File: config.mk
export PLATFORM = sky130hd
export DESIGN_NAME = pot_smoother_deadband_mapper
export DESIGN_NICKNAME = d
export VERILOG_FILES = /design/src/rtl/psdm_pkg.sv /design/src/rtl/pot_smoother_deadband_mapper.sv
export SDC_FILE = /design/constraint.sdc
export NUM_CORES = 2
export LEC_CHECK = 0
export BUFFER_PORTS_ARGS = -buffer_cell sky130_fd_sc_hd__buf_4
export CORE_ASPECT_RATIO = 1.5
export CORE_MARGIN = 2
export CORE_UTILIZATION = 55
export DETAILED_ROUTE_END_ITERATION = 8
export HOLD_SLACK_MARGIN = 0.06
export PLACE_DENSITY_LB_ADDON = 0.08
export SYNTH_ARGS = -nofsm -noshare
export SYNTH_HDL_FRONTEND = slang
export SYNTH_SLANG_ARGS = --single-unit
File: constraint.sdc
create_clock -name clk_i -period 31.1 [get_ports clk_i]
set_clock_uncertainty 0.2 [all_clocks]
set_input_delay 6.22 -clock clk_i [delete_from_list [all_inputs] [get_ports clk_i]]
set_output_delay 6.22 -clock clk_i [all_outputs]
set_load 0.05 [all_outputs]
File: src/rtl/psdm_pkg.sv
// Package for the potentiometer smoother with deadband and output mapper.
// Holds field widths, the request and result structs, register indexes and sequencer states.
// No dependencies; every file of the block imports it.
package psdm_pkg;

  // Sizing of the block.
  localparam int unsigned ChannelsDef = 8;
  localparam int unsigned SampleBits  = 12;
  localparam int unsigned ChW         = 3;
  localparam int unsigned SmpW        = 12;
  localparam int unsigned PosW        = 13;
  localparam int unsigned CntW        = 7;
  localparam int unsigned AccW        = 18;
  localparam int unsigned ShiftW      = 4;
  localparam int unsigned DbW         = 8;
  localparam int unsigned SumDbW      = 9;
  // The EMA product and sum wrap at a 32-bit word.
  localparam int unsigned EmaW        = 32;
  localparam int unsigned DivW        = 24;
  localparam int unsigned DivCntW     = 5;
  localparam int unsigned CfgIdxW     = 3;
  localparam int unsigned CfgDataW    = 12;

  // Oversampling limit and output map constants.
  localparam logic [CntW-1:0] OvsMax  = CntW'(64);
  localparam logic [PosW-1:0] MapTop  = PosW'(4097);
  localparam logic [SmpW-1:0] SampleMask =
      (SampleBits >= SmpW) ? {SmpW{1'b1}} : SmpW'((1 << SampleBits) - 1);

  // Register reset values.
  localparam logic [CntW-1:0]   OvsReset        = CntW'(8);
  localparam logic [SmpW-1:0]   ClipLowReset    = SmpW'(0);
  localparam logic [SmpW-1:0]   ClipHighReset   = SmpW'(4095);
  localparam logic [ShiftW-1:0] EmaShiftReset   = ShiftW'(3);
  localparam logic [DbW-1:0]    BaseDbReset     = DbW'(8);
  localparam logic [DbW-1:0]    CenterBonusReset = DbW'(4);
  localparam logic [SmpW-1:0]   CenterBandReset = SmpW'(64);

  // One sample request.
  typedef struct packed {
    logic [ChW-1:0]  channel;
    logic [SmpW-1:0] sample;
  } in_t;

  // One position result.
  typedef struct packed {
    logic [ChW-1:0]  out_channel;
    logic [PosW-1:0] position;
  } out_t;

  // Configuration register indexes.
  typedef enum logic [CfgIdxW-1:0] {
    CFG_OVERSAMPLE    = 3'd0,
    CFG_CLIP_LOW      = 3'd1,
    CFG_CLIP_HIGH     = 3'd2,
    CFG_EMA_SHIFT     = 3'd3,
    CFG_BASE_DEADBAND = 3'd4,
    CFG_CENTER_BONUS  = 3'd5,
    CFG_CENTER_BAND   = 3'd6
  } cfg_idx_e;

  // Sequencer states.
  typedef enum logic [2:0] {
    S_IDLE,
    S_AVG_DIV,
    S_EMA_MUL,
    S_EMA_ADD,
    S_SETTLE,
    S_MAP_PREP,
    S_MAP_DIV,
    S_OUT
  } state_e;

endpackage

File: src/rtl/pot_smoother_deadband_mapper.sv
// Potentiometer smoother: per-channel oversampling, EMA, hysteresis deadband, inverted map.
// A sample that does not complete an average is absorbed while idle. One that does goes through
// average divide, EMA update (a seed on a channel's first update), map divide (skipped on an
// empty span) and output; the shared restoring divider takes 18 steps for the average, 24 for the
// map. Input stalls until the sequencer is idle again; a held result stalls input only when the
// next result is ready. Reset (async, active low) clears accumulators, flags and sequencer.
module pot_smoother_deadband_mapper import psdm_pkg::*; #(
  parameter int unsigned CHANNELS = ChannelsDef
) (
  input  logic                clk_i,
  input  logic                rst_ni,
  input  logic                in_valid_i,
  output logic                in_stall_o,
  input  in_t                 in_data_i,
  output logic                out_valid_o,
  input  logic                out_stall_i,
  output out_t                out_data_o,
  input  logic                cfg_valid_i,
  output logic                cfg_ready_o,
  input  logic [CfgIdxW-1:0]  cfg_index_i,
  input  logic [CfgDataW-1:0] cfg_data_i
);

  localparam int unsigned IdxW = (CHANNELS > 1) ? $clog2(CHANNELS) : 1;

  // Configuration registers.
  logic [CntW-1:0]   ovs_q;
  logic [SmpW-1:0]   clip_lo_q;
  logic [SmpW-1:0]   clip_hi_q;
  logic [ShiftW-1:0] ema_shift_q;
  logic [DbW-1:0]    base_db_q;
  logic [DbW-1:0]    bonus_q;
  logic [SmpW-1:0]   band_q;

  // Per-channel state.
  logic [AccW-1:0] acc_sum_q [CHANNELS];
  logic [CntW-1:0] acc_cnt_q [CHANNELS];
  logic            seeded_q  [CHANNELS];
  logic [AccW-1:0] ema_q     [CHANNELS];
  logic [SmpW-1:0] stable_q  [CHANNELS];

  // Sequencer and datapath registers.
  state_e             state_q, state_d;
  logic [IdxW-1:0]    ch_q;
  logic [SmpW-1:0]    div_rem_q;
  logic [DivW-1:0]    div_quo_q;
  logic [SmpW-1:0]    div_den_q;
  logic [DivCntW-1:0] div_cnt_q;
  logic [EmaW-1:0]    prod_q;
  logic [AccW-1:0]    ema_new_q;
  logic [SmpW-1:0]    st_q;
  logic               zero_span_q;
  logic               out_valid_q;
  out_t               out_data_q;

  // Combinational signals.
  logic               in_fire, in_range, out_free, acc_done;
  logic [31:0]        in_ch_ext;
  logic [IdxW-1:0]    in_idx;
  logic [SmpW-1:0]    smp;
  logic [CntW-1:0]    n_eff;
  logic [AccW-1:0]    acc_new_sum;
  logic [CntW-1:0]    acc_new_cnt;
  logic               div_load;
  logic [DivW-1:0]    div_num;
  logic [SmpW-1:0]    div_den;
  logic [DivCntW-1:0] div_len;
  logic [SmpW:0]      div_sh, div_diff;
  logic               div_ge;
  logic [AccW-1:0]    avg;
  logic [SmpW-1:0]    avg_clip;
  logic [EmaW-1:0]    ema_sum, ema_shr;
  logic [SmpW:0]      center_sum;
  logic [SmpW-1:0]    center, ctr_dist, st_old;
  logic [SumDbW-1:0]  deadband;
  logic [AccW-1:0]    diff, pick;
  logic [SmpW-1:0]    st_new;
  logic               zero_span;
  logic [SmpW-1:0]    span, norm;
  logic [DivW-1:0]    map_num;

  // Clamp to the clip range; the upper bound is applied last.
  function automatic logic [SmpW-1:0] clip_fn(input logic [AccW-1:0] v,
                                              input logic [SmpW-1:0] lo,
                                              input logic [SmpW-1:0] hi);
    logic [AccW-1:0] r;
    r = v;
    if (r < AccW'(lo)) r = AccW'(lo);
    if (r > AccW'(hi)) r = AccW'(hi);
    return r[SmpW-1:0];
  endfunction

  // Handshakes.
  assign in_stall_o  = (state_q != S_IDLE);
  assign in_fire     = in_valid_i && !in_stall_o;
  assign out_free    = !out_valid_q || !out_stall_i;
  assign cfg_ready_o = 1'b1;
  assign out_valid_o = out_valid_q;
  assign out_data_o  = out_data_q;

  // Configuration writes.
  always_ff @(posedge clk_i or negedge rst_ni) begin
    if (!rst_ni) begin
      ovs_q       <= OvsReset;
      clip_lo_q   <= ClipLowReset;
      clip_hi_q   <= ClipHighReset;
      ema_shift_q <= EmaShiftReset;
      base_db_q   <= BaseDbReset;
      bonus_q     <= CenterBonusReset;
      band_q      <= CenterBandReset;
    end else if (cfg_valid_i && cfg_ready_o) begin
      case (cfg_idx_e'(cfg_index_i))
        CFG_OVERSAMPLE:    ovs_q       <= cfg_data_i[CntW-1:0];
        CFG_CLIP_LOW:      clip_lo_q   <= cfg_data_i[SmpW-1:0];
        CFG_CLIP_HIGH:     clip_hi_q   <= cfg_data_i[SmpW-1:0];
        CFG_EMA_SHIFT:     ema_shift_q <= cfg_data_i[ShiftW-1:0];
        CFG_BASE_DEADBAND: base_db_q   <= cfg_data_i[DbW-1:0];
        CFG_CENTER_BONUS:  bonus_q     <= cfg_data_i[DbW-1:0];
        CFG_CENTER_BAND:   band_q      <= cfg_data_i[SmpW-1:0];
        default: ;
      endcase
    end
  end

  // Accumulation of the incoming sample.
  always_comb begin
    in_ch_ext   = {{(32-ChW){1'b0}}, in_data_i.channel};
    in_range    = (in_ch_ext < CHANNELS);
    in_idx      = in_ch_ext[IdxW-1:0];
    smp         = in_data_i.sample & SampleMask;
    if (ovs_q == '0) begin
      n_eff = CntW'(1);
    end else if (ovs_q > OvsMax) begin
      n_eff = OvsMax;
    end else begin
      n_eff = ovs_q;
    end
    acc_new_sum = acc_sum_q[in_idx] + AccW'(smp);
    acc_new_cnt = acc_cnt_q[in_idx] + CntW'(1);
    acc_done    = (acc_new_cnt >= n_eff);
  end

  always_ff @(posedge clk_i or negedge rst_ni) begin
    if (!rst_ni) begin
      for (int i = 0; i < CHANNELS; i++) begin
        acc_sum_q[i] <= '0;
        acc_cnt_q[i] <= '0;
      end
    end else if (in_fire && in_range) begin
      acc_sum_q[in_idx] <= acc_done ? '0 : acc_new_sum;
      acc_cnt_q[in_idx] <= acc_done ? '0 : acc_new_cnt;
    end
  end

  // Shared restoring divider step: one quotient bit per cycle.
  always_comb begin
    div_sh   = {div_rem_q, div_quo_q[DivW-1]};
    div_diff = div_sh - {1'b0, div_den_q};
    div_ge   = (div_sh >= {1'b0, div_den_q});
  end

  // EMA, deadband, clipping and map arithmetic.
  always_comb begin
    avg        = div_quo_q[AccW-1:0];
    avg_clip   = clip_fn(avg, clip_lo_q, clip_hi_q);
    ema_sum    = prod_q + EmaW'(avg);
    ema_shr    = ema_sum >> ema_shift_q;
    st_old     = stable_q[ch_q];
    center_sum = {1'b0, clip_lo_q} + {1'b0, clip_hi_q};
    center     = center_sum[SmpW:1];
    ctr_dist   = (st_old > center) ? (st_old - center) : (center - st_old);
    deadband   = SumDbW'(base_db_q) + ((ctr_dist <= band_q) ? SumDbW'(bonus_q) : '0);
    diff       = (ema_new_q > AccW'(st_old)) ? (ema_new_q - AccW'(st_old))
                                             : (AccW'(st_old) - ema_new_q);
    pick       = (diff >= AccW'(deadband)) ? ema_new_q : AccW'(st_old);
    st_new     = clip_fn(pick, clip_lo_q, clip_hi_q);
    zero_span  = (clip_hi_q <= clip_lo_q);
    span       = clip_hi_q - clip_lo_q;
    norm       = st_q - clip_lo_q;
    map_num    = {norm, {SmpW{1'b0}}} - DivW'(norm) + DivW'(span[SmpW-1:1]);
  end

  // Sequencer state register.
  always_ff @(posedge clk_i or negedge rst_ni) begin
    if (!rst_ni) begin
      state_q <= S_IDLE;
    end else begin
      state_q <= state_d;
    end
  end

  // Next state and divider load.
  always_comb begin
    state_d  = state_q;
    div_load = 1'b0;
    div_num  = '0;
    div_den  = '0;
    div_len  = '0;
    case (state_q)
      S_IDLE: begin
        if (in_fire && in_range && acc_done) begin
          div_load = 1'b1;
          div_num  = {acc_new_sum, {(DivW-AccW){1'b0}}};
          div_den  = SmpW'(n_eff);
          div_len  = DivCntW'(AccW);
          state_d  = S_AVG_DIV;
        end
      end
      S_AVG_DIV: begin
        if (div_cnt_q == DivCntW'(1)) state_d = S_EMA_MUL;
      end
      S_EMA_MUL: begin
        state_d = seeded_q[ch_q] ? S_EMA_ADD : S_MAP_PREP;
      end
      S_EMA_ADD: begin
        state_d = S_SETTLE;
      end
      S_SETTLE: begin
        state_d = S_MAP_PREP;
      end
      S_MAP_PREP: begin
        if (zero_span) begin
          state_d = S_OUT;
        end else begin
          div_load = 1'b1;
          div_num  = map_num;
          div_den  = span;
          div_len  = DivCntW'(DivW);
          state_d  = S_MAP_DIV;
        end
      end
      S_MAP_DIV: begin
        if (div_cnt_q == DivCntW'(1)) state_d = S_OUT;
      end
      S_OUT: begin
        if (out_free) state_d = S_IDLE;
      end
      default: state_d = S_IDLE;
    endcase
  end

  // Divider step counter.
  always_ff @(posedge clk_i or negedge rst_ni) begin
    if (!rst_ni) begin
      div_cnt_q <= '0;
    end else if (div_load) begin
      div_cnt_q <= div_len;
    end else if (div_cnt_q != '0) begin
      div_cnt_q <= div_cnt_q - DivCntW'(1);
    end
  end

  // Datapath registers.
  always_ff @(posedge clk_i) begin
    if (in_fire) ch_q <= in_idx;
    if (div_load) begin
      div_rem_q <= '0;
      div_quo_q <= div_num;
      div_den_q <= div_den;
    end else if (div_cnt_q != '0) begin
      div_rem_q <= div_ge ? div_diff[SmpW-1:0] : div_sh[SmpW-1:0];
      div_quo_q <= {div_quo_q[DivW-2:0], div_ge};
    end
    if (state_q == S_EMA_MUL) begin
      prod_q <= (EmaW'(ema_q[ch_q]) << ema_shift_q) - EmaW'(ema_q[ch_q]);
      if (!seeded_q[ch_q]) st_q <= avg_clip;
    end
    if (state_q == S_EMA_ADD) ema_new_q <= ema_shr[AccW-1:0];
    if (state_q == S_SETTLE) st_q <= st_new;
    if (state_q == S_MAP_PREP) zero_span_q <= zero_span;
  end

  // Seeded flags: set on the first completed average of a channel.
  always_ff @(posedge clk_i or negedge rst_ni) begin
    if (!rst_ni) begin
      for (int i = 0; i < CHANNELS; i++) seeded_q[i] <= 1'b0;
    end else if (state_q == S_EMA_MUL && !seeded_q[ch_q]) begin
      seeded_q[ch_q] <= 1'b1;
    end
  end

  // EMA and stable value store, written on seeding and on each later update.
  always_ff @(posedge clk_i) begin
    if (state_q == S_EMA_MUL && !seeded_q[ch_q]) begin
      ema_q[ch_q]    <= AccW'(avg_clip);
      stable_q[ch_q] <= avg_clip;
    end else if (state_q == S_SETTLE) begin
      ema_q[ch_q]    <= ema_new_q;
      stable_q[ch_q] <= st_new;
    end
  end

  // Output register.
  always_ff @(posedge clk_i or negedge rst_ni) begin
    if (!rst_ni) begin
      out_valid_q <= 1'b0;
    end else if (state_q == S_OUT && out_free) begin
      out_valid_q <= 1'b1;
    end else if (out_valid_q && !out_stall_i) begin
      out_valid_q <= 1'b0;
    end
  end

  always_ff @(posedge clk_i) begin
    if (state_q == S_OUT && out_free) begin
      out_data_q.out_channel <= ChW'(ch_q);
      out_data_q.position    <= zero_span_q ? PosW'(1)
                                            : (MapTop - PosW'(1) - div_quo_q[PosW-1:0]);
    end
  end

  // Checks on the sequencer and datapath.
  a_pos_range: assert property (@(posedge clk_i) disable iff (!rst_ni)
    out_valid_o |-> (out_data_o.position >= PosW'(1) && out_data_o.position <= PosW'(4096)))
    else $error("position out of range");

  a_div_busy: assert property (@(posedge clk_i) disable iff (!rst_ni)
    (state_q == S_AVG_DIV || state_q == S_MAP_DIV) |-> (div_cnt_q != '0))
    else $error("divider idle while sequencer waits on it");

  a_ema_seeded: assert property (@(posedge clk_i) disable iff (!rst_ni)
    (state_q == S_EMA_ADD) |-> seeded_q[ch_q])
    else $error("EMA update on an unseeded channel");

  a_acc_bound: assert property (@(posedge clk_i) disable iff (!rst_ni)
    (in_fire && in_range) |-> (acc_cnt_q[in_idx] < OvsMax))
    else $error("stored sample count reached the oversampling limit");

endmodule
Word level (Yosys, flattened, before mapping)

Memory sizes are Yosys's and may differ from the RTL's. A register that Yosys moved wholly into a read port is not among the register bits.
Cells that the tools add are included.

Equality and inequality tests: 19
Multiplexer cells: 67
Order comparisons: 16
Bitwise logic cells: 5
Reductions and logical operators: 29
Add/subtract/negate cells: 17
Shift-type cells: 2

Operator list:

| kind                                                       | count |
|---|---|
| 18-bit 2-to-1 mux                                          | 9 |
| 144-bit bitwise mux                                        | 1 |
| 12-bit 2-to-1 mux                                          | 9 |
| 24-bit 2-to-1 mux                                          | 4 |
| 12-bit subtractor                                          | 5 |
| 56-bit bitwise mux                                         | 1 |
| 18-bit binary-select mux with 3-bit select                 | 1 |
| 18-bit demux with 3-bit select                             | 1 |
| 18-bit by 12-bit greater-than comparator with 1-bit output | 3 |
| 7-bit 2-to-1 mux                                           | 7 |
| 24-bit one-hot mux with 2 select lines                     | 1 |
| 18-bit by 12-bit less-than comparator with 1-bit output    | 2 |
| 32-bit by 18-bit adder with 32-bit output                  | 1 |
| 18-bit by 4-bit left shift with 32-bit output              | 1 |
| 32-bit by 4-bit >> shifter with 18-bit output              | 1 |
| 32-bit by 18-bit subtractor with 32-bit output             | 1 |
| 24-bit by 11-bit adder with 24-bit output                  | 1 |
| 12-bit <= comparator                                       | 2 |
| 12-bit one-hot mux with 2 select lines                     | 1 |
| 3-bit one-hot mux with 8 select lines                      | 1 |
| 24-bit by 12-bit subtractor with 24-bit output             | 1 |
| 7-bit binary-select mux with 3-bit select                  | 1 |
| 7-bit demux with 3-bit select                              | 1 |
| 3-bit equality test (second input constant)                | 7 |
| other kinds (41)                                           | 92 |

Word-level logic and storage cells: 201
RAM bits: 240
Memories kept: 2
Bits in registers: 410

Memory list:

| name     | words | width | rd ports | clocked after memory_dff | write ports | RTL line                           | RTL |
|---|---|---|---|---|---|---|---|
| ema_q    | 8     | 18    | 1        | 1                        | 1           | pot_smoother_deadband_mapper.sv:39 | `logic [AccW-1:0] ema_q [CHANNELS];` |
| stable_q | 8     | 12    | 1        | 1                        | 1           | pot_smoother_deadband_mapper.sv:40 | `logic [SmpW-1:0] stable_q [CHANNELS];` |

Logic depth before layout (Yosys ltp)

Word-level depth: 13
Depth in mapped cells: 73

Worst setup path after synthesis

No wires, ideal clock.

Path kind: register to register
Start point: reg with a tool-made name
End point: mem stable_q[0][10] (data pin)
Path slack: 17,344 ps
Stages on the path, launching flop included: 71
Buffers on the path: 8
Arrival: 13,282 ps
Library setup time: 273 ps
Data required time: 30,627 ps
Path through: dfxtp_1 > clkbuf_1 > clkbuf_1 > clkbuf_1 > buf_1 > mux4_2 > nand2_1 > nand2_1 > inv_1 > fa_1 > nor2b_1 > o21ai_0 > nand2b_1 > a21o_1 > a21o_1 > a211oi_1 > o21ai_1 > clkbuf_1 > [35 not listed] > o21ai_0 > a221o_1 > a21oi_1 > o211ai_1 > buf_2 > mux2_2 > ha_1 > a21o_1 > a21o_1 > a21oi_1 > o211ai_1 > a21o_1 > a21oi_1 > o21ai_0 > a21oi_1 > clkbuf_1 > a211oi_1 > a21o_1

RTL lines:

| element       | RTL line |
|---|---|
| end, declared | pot_smoother_deadband_mapper.sv:40 |

Worst setup path in the final report

Start point: reg clip_lo_q[1]
End point: mem stable_q[0][0] (data pin)

Longest elaborated chain between the ends: 13
Elaborated cells between the ends (all ways): 19

Ends and longest elaborated chain:

| element                                                                    | RTL line                            | RTL |
|---|---|---|
| start, declared                                                            | pot_smoother_deadband_mapper.sv:28  | `logic [SmpW-1:0] clip_lo_q;` |
| start signal, assigned                                                     | pot_smoother_deadband_mapper.sv:105 | `clip_lo_q <= ClipLowReset;` |
| start signal, assigned                                                     | pot_smoother_deadband_mapper.sv:114 | `CFG_CLIP_LOW: clip_lo_q <= cfg_data_i[SmpW-1:0];` |
| 12-bit by 12-bit adder with 13-bit output                                  | pot_smoother_deadband_mapper.sv:169 | `center_sum = {1'b0, clip_lo_q} + {1'b0, clip_hi_q};` |
| 12-bit subtractor / 12-bit greater-than comparator (equally long branches) | pot_smoother_deadband_mapper.sv:171 | `ctr_dist = (st_old > center) ? (st_old - center) : (center - st_old);` |
| 12-bit 2-to-1 mux                                                          | pot_smoother_deadband_mapper.sv:171 |  |
| 12-bit <= comparator                                                       | pot_smoother_deadband_mapper.sv:172 | `deadband = SumDbW'(base_db_q) + ((ctr_dist <= band_q) ? SumDbW'(bonus_q) : '0);` |
| 8-bit 2-to-1 mux                                                           | pot_smoother_deadband_mapper.sv:172 |  |
| 8-bit by 8-bit adder with 9-bit output                                     | pot_smoother_deadband_mapper.sv:172 |  |
| 18-bit by 9-bit >= comparator with 1-bit output                            | pot_smoother_deadband_mapper.sv:175 | `pick = (diff >= AccW'(deadband)) ? ema_new_q : AccW'(st_old);` |
| 18-bit 2-to-1 mux                                                          | pot_smoother_deadband_mapper.sv:175 |  |
| 18-bit by 12-bit less-than comparator with 1-bit output                    | pot_smoother_deadband_mapper.sv:88  | `if (r < AccW'(lo)) r = AccW'(lo);` |
| 18-bit 2-to-1 mux                                                          | pot_smoother_deadband_mapper.sv:88  |  |
| 18-bit by 12-bit greater-than comparator with 1-bit output                 | pot_smoother_deadband_mapper.sv:89  | `if (r > AccW'(hi)) r = AccW'(hi);` |
| 12-bit 2-to-1 mux                                                          | pot_smoother_deadband_mapper.sv:89  |  |
| 12-bit 2-to-1 mux (no line) *                                              | -                                   |  |

Mark *: on every way between the ends. The rest lies on a longest branch, timed or not.

==> metrics.txt <==
Critical Path AT=roughly 15 ns; drt total wl=~110 mm; Final Setup Violations=0; Worst Setup Start Kind=flop; clock latency on the worst-skew pair=between 0.6 and 0.7 ns; Gate power share=58.2%; Seq/Total Area, Yosys=approximately 46%; Cell Rows=119; routed len/inst=25.35 µm; slew of the pin with the lowest slew margin=1.245 ns; vias in the first global route=around 29,000; WP data required=between 30 and 40 ns; Slew Limit Fails=0; # diodes=0; Vias/cell=around 6.3; Lkg Pwr=about 18 nW; worst-path fanout max=25; Slew HR=16.33%; post-synthesis cell count=approximately 3,600; DRC Markers=0; Psw=approximately 0.0024 W; gp weighted congestion=approximately 1.0; top sig layer=met5; number of port buffers=52; critical path class=reg2reg; Sw Ratio=approximately 45%; share of cells above drive strength 1=between 15 and 20%; final worst path period need=15.16 ns; largest net degree at the start of global routing=88; clock power share=between 10% and 20%; Root Buffer=clkbuf_16; Min Hold Slack=0.2599 ns; clock slew at reported path FFs=around 0.070 ns; WL met1=about 44 mm; GRT Total Usage=a little under a third; fin nets=~3,800; slowest CP cell=a221oi_1; P_int=approximately 0.0029 W; top-area cell type share of the netlist area=~27%; FMAX=65.98 MHz; status=finished clean; number of enable flip-flop cells after synthesis=roughly 360; vias=roughly 28,000; CP dominant cell by count=a21oi_1; Placed Cells=4,390; die width=roughly 220 µm; DR WL met3=slightly below 6 mm; met2 WL=between 50 and 60 mm; post_cts resized=0; synthesized area per cell=~11 µm²; Reg power frac=roughly a quarter; RSZ-0062 raised after global routing=false; grt ovf=0; Synth Register Bits=~650; CTS H-tree depth=2; ys flop type=edfxtp_1; Core ar.=70,430 µm²; Hold-fix buffers, CTS=0; Fill cells=around 5,800; CTS tree=done; initial antenna violation count=3; period utilisation layout=48.73%; Initial DRC Count=1,986; Post-Syn Nets=roughly 3,800; max-cap viol count=0; area delta synth->final=9.060%; area leader, netlist=edfxtp_1; first-pass GRT wire length=174.3 mm; Chip Height=about 330 µm; Synth area leaders=edfxtp_1 27%, dfrtp_1 17%, ha_1 7.7%, mux4_2 6.8%, mux2_2 4.6%; clock sink total=between 600 and 700; num ports=54; Hold Fails Final Rpt=0; Tot Pwr=approximately 0.0053 W; clk buf depth=3; Post-CTS Setup Bufs=0; DIE AREA=around 74,000 µm²; pwr/cell area=122.8 nW/µm²; Num CTS Buffers=a little over 60; post-synthesis cell type count=96; Worst path max stage delay=0.85 ns; FFs w/ async S/R, synth=between 40% and 50%; mapped cell area=around 40,000 µm²; Max VDD drop=75.02 µV; TNS Setup=0 ns; antenna violation net count after detailed routing=0; dpl hpwl=83.52 mm; Starting Density=55.71%; Finished Layout Cells=roughly 4,500; synthesis warning total=0; HP Class=reg2reg; crit end category=flop; first-pass detailed-route iteration total=6
[layout make-up]
cell class / count / area, µm² / share of cell area [%]
Multi-Input combinational cell: 2522 / 19780 / 46.22
Timing Repair Buffer: 106 / 803.3 / 1.877
Sequential cell: 653 / 18080 / 42.26
Clock inverter: 47 / 614.3 / 1.436
Clock buffer: 68 / 1615 / 3.775
Tap cell: 907 / 1135 / 2.652
Inverter: 202 / 758.2 / 1.772
[sequential cells by signal, summed over array words and instances (netlist names), 5 cells and up, named ones only]
name        flops
out_data_o     16
acc_sum_q     144
base_db_q       8
band_q         12
div_cnt_q       5
acc_cnt_q      56
st_q           12
seeded_q        8
clip_lo_q      12
stable_q       96
div_quo_q      24
ema_q         144
div_den_q      12
bonus_q         8
prod_q         32
clip_hi_q      12
div_rem_q      12
ema_new_q      18
ovs_q           7
[layout by cell type, fill, tap and decap left out, types with 11 or more instances in the layout]
master | netlist | final
xnor2_1 | 111 | 111
mux2_2 | 161 | 161
o21bai_1 | 24 | 24
nor4_1 | 16 | 15
nand3_1 | 40 | 38
nor2_1 | 206 | 198
mux4_2 | 118 | 118
and3_1 | 18 | 18
mux2i_1 | 109 | 109
or2_2 | 13 | 13
nand4_1 | 29 | 29
dfstp_2 | 18 | 18
o211ai_1 | 19 | 19
buf_4 | 1 | 105
clkbuf_16 | 0 | 63
o22ai_1 | 11 | 11
dfrtp_1 | 262 | 262
or3_1 | 11 | 11
dfxtp_1 | 15 | 13
a31oi_1 | 19 | 19
a211oi_1 | 35 | 35
xor2_1 | 45 | 45
a21o_1 | 94 | 94
clkinv_2 | 0 | 11
nor3_1 | 51 | 49
ha_1 | 241 | 241
nor2b_1 | 46 | 46
a21oi_1 | 184 | 182
o21ai_0 | 240 | 240
nand2b_1 | 35 | 35
fa_1 | 13 | 13
o21a_1 | 21 | 21
inv_1 | 199 | 198
edfxtp_1 | 358 | 358
and2_1 | 34 | 34
a22oi_1 | 11 | 11
nand2_1 | 363 | 363
o31ai_1 | 54 | 54
[Yosys cell counts, types with 15 or more instances]
library cell / n
dfrtp_1: 262
a21oi_1: 184
o21bai_1: 24
ha_1: 241
nand3_1: 40
nor4_1: 16
o21a_1: 21
and2_1: 34
nand4_1: 29
mux2i_1: 109
o21ai_0: 240
o211ai_1: 19
nand2b_1: 35
a31oi_1: 19
xor2_1: 45
clkbuf_1: 128
nand2_1: 363
nor2b_1: 46
dfxtp_1: 15
nor2_1: 206
nor3_1: 51
and3_1: 18
o31ai_1: 54
inv_1: 199
edfxtp_1: 358
mux4_2: 118
mux2_2: 161
a21o_1: 94
buf_1: 28
xnor2_1: 111
dfstp_2: 18
a211oi_1: 35
[worst max-delay path, delay by kind of cell, from the launching register on]
kind / cells / cell delay (ns)
compound gates: 42 / 8.64
xor+xnor: 2 / 0.31
fa+ha+maj: 7 / 2.29
buf+inv: 4 / 0.88
flops: 1 / 0.39
mux: 2 / 0.63
simple gates: 8 / 1.48
[logic make-up after synthesis]
group	Yosys count	share of synthesized area [%]
multiplexers	394	14.41
adder cells (fa/ha/maj)	254	8.349
flip-flops	653	46.08
AND/OR/NAND/NOR	894	10.50
XOR/XNOR	156	3.482
AO/OA/AOI/OAI	823	13.41
buffers and inverters	377	3.760
other	1	0.009558
[through the flow]
step | setup slack (ns) | instance area (µm²) | util, %
3_3_place_gp | 16.50 | 40560 | 57.59
2_1_floorplan | 17.34 | 39240 | -
6_report | 15.94 | 42790 | 60.76
4_1_cts | 16.00 | 42790 | 60.76
3_5_place_dp | 16.04 | 40560 | 57.59
5_1_grt | 14.71 | 42790 | 60.76
[power by group through the flow]
stage | Combinational, W | Sequential, W | Clock, W
finish | 0.00306 | 0.00138 | 0.000819
global route | 0.00337 | 0.00139 | 0.000866
CTS | 0.00304 | 0.00138 | 0.000833
detailed placement | 0.00302 | 0.00139 | 0
global placement | 0.00296 | 0.00138 | 0
floorplan | 0.00222 | 0.00130 | 0
[final timing paths]
check	from	endpoint	slack, ns	depth (start not counted)
max reg2reg	clip_lo_q[1]	stable_q[0][0]	15.94	65
min in group asynchronous	rst_ni	acc_sum_q[124]	5.27	1
max in group asynchronous	rst_ni	acc_cnt_q[46]	22.95	3
min	seeded_q[2]	seeded_q[2]	0.26	1
min reg2reg	seeded_q[2]	seeded_q[2]	0.26	1
max	clip_lo_q[1]	stable_q[0][0]	15.94	65
[layer usage]
| layer | track usage [%] | vias to the layer above |
|---|---|---|
| met1 | 37.82 | 14010 |
| li1 | - | 13030 |
| met2 | 56.29 | 925 |
| met4 | 14.57 | 2 |
| met5 | 0 | - |
| met3 | 3.689 | 232 |
Note: power is estimated with default switching activity, not from simulation.
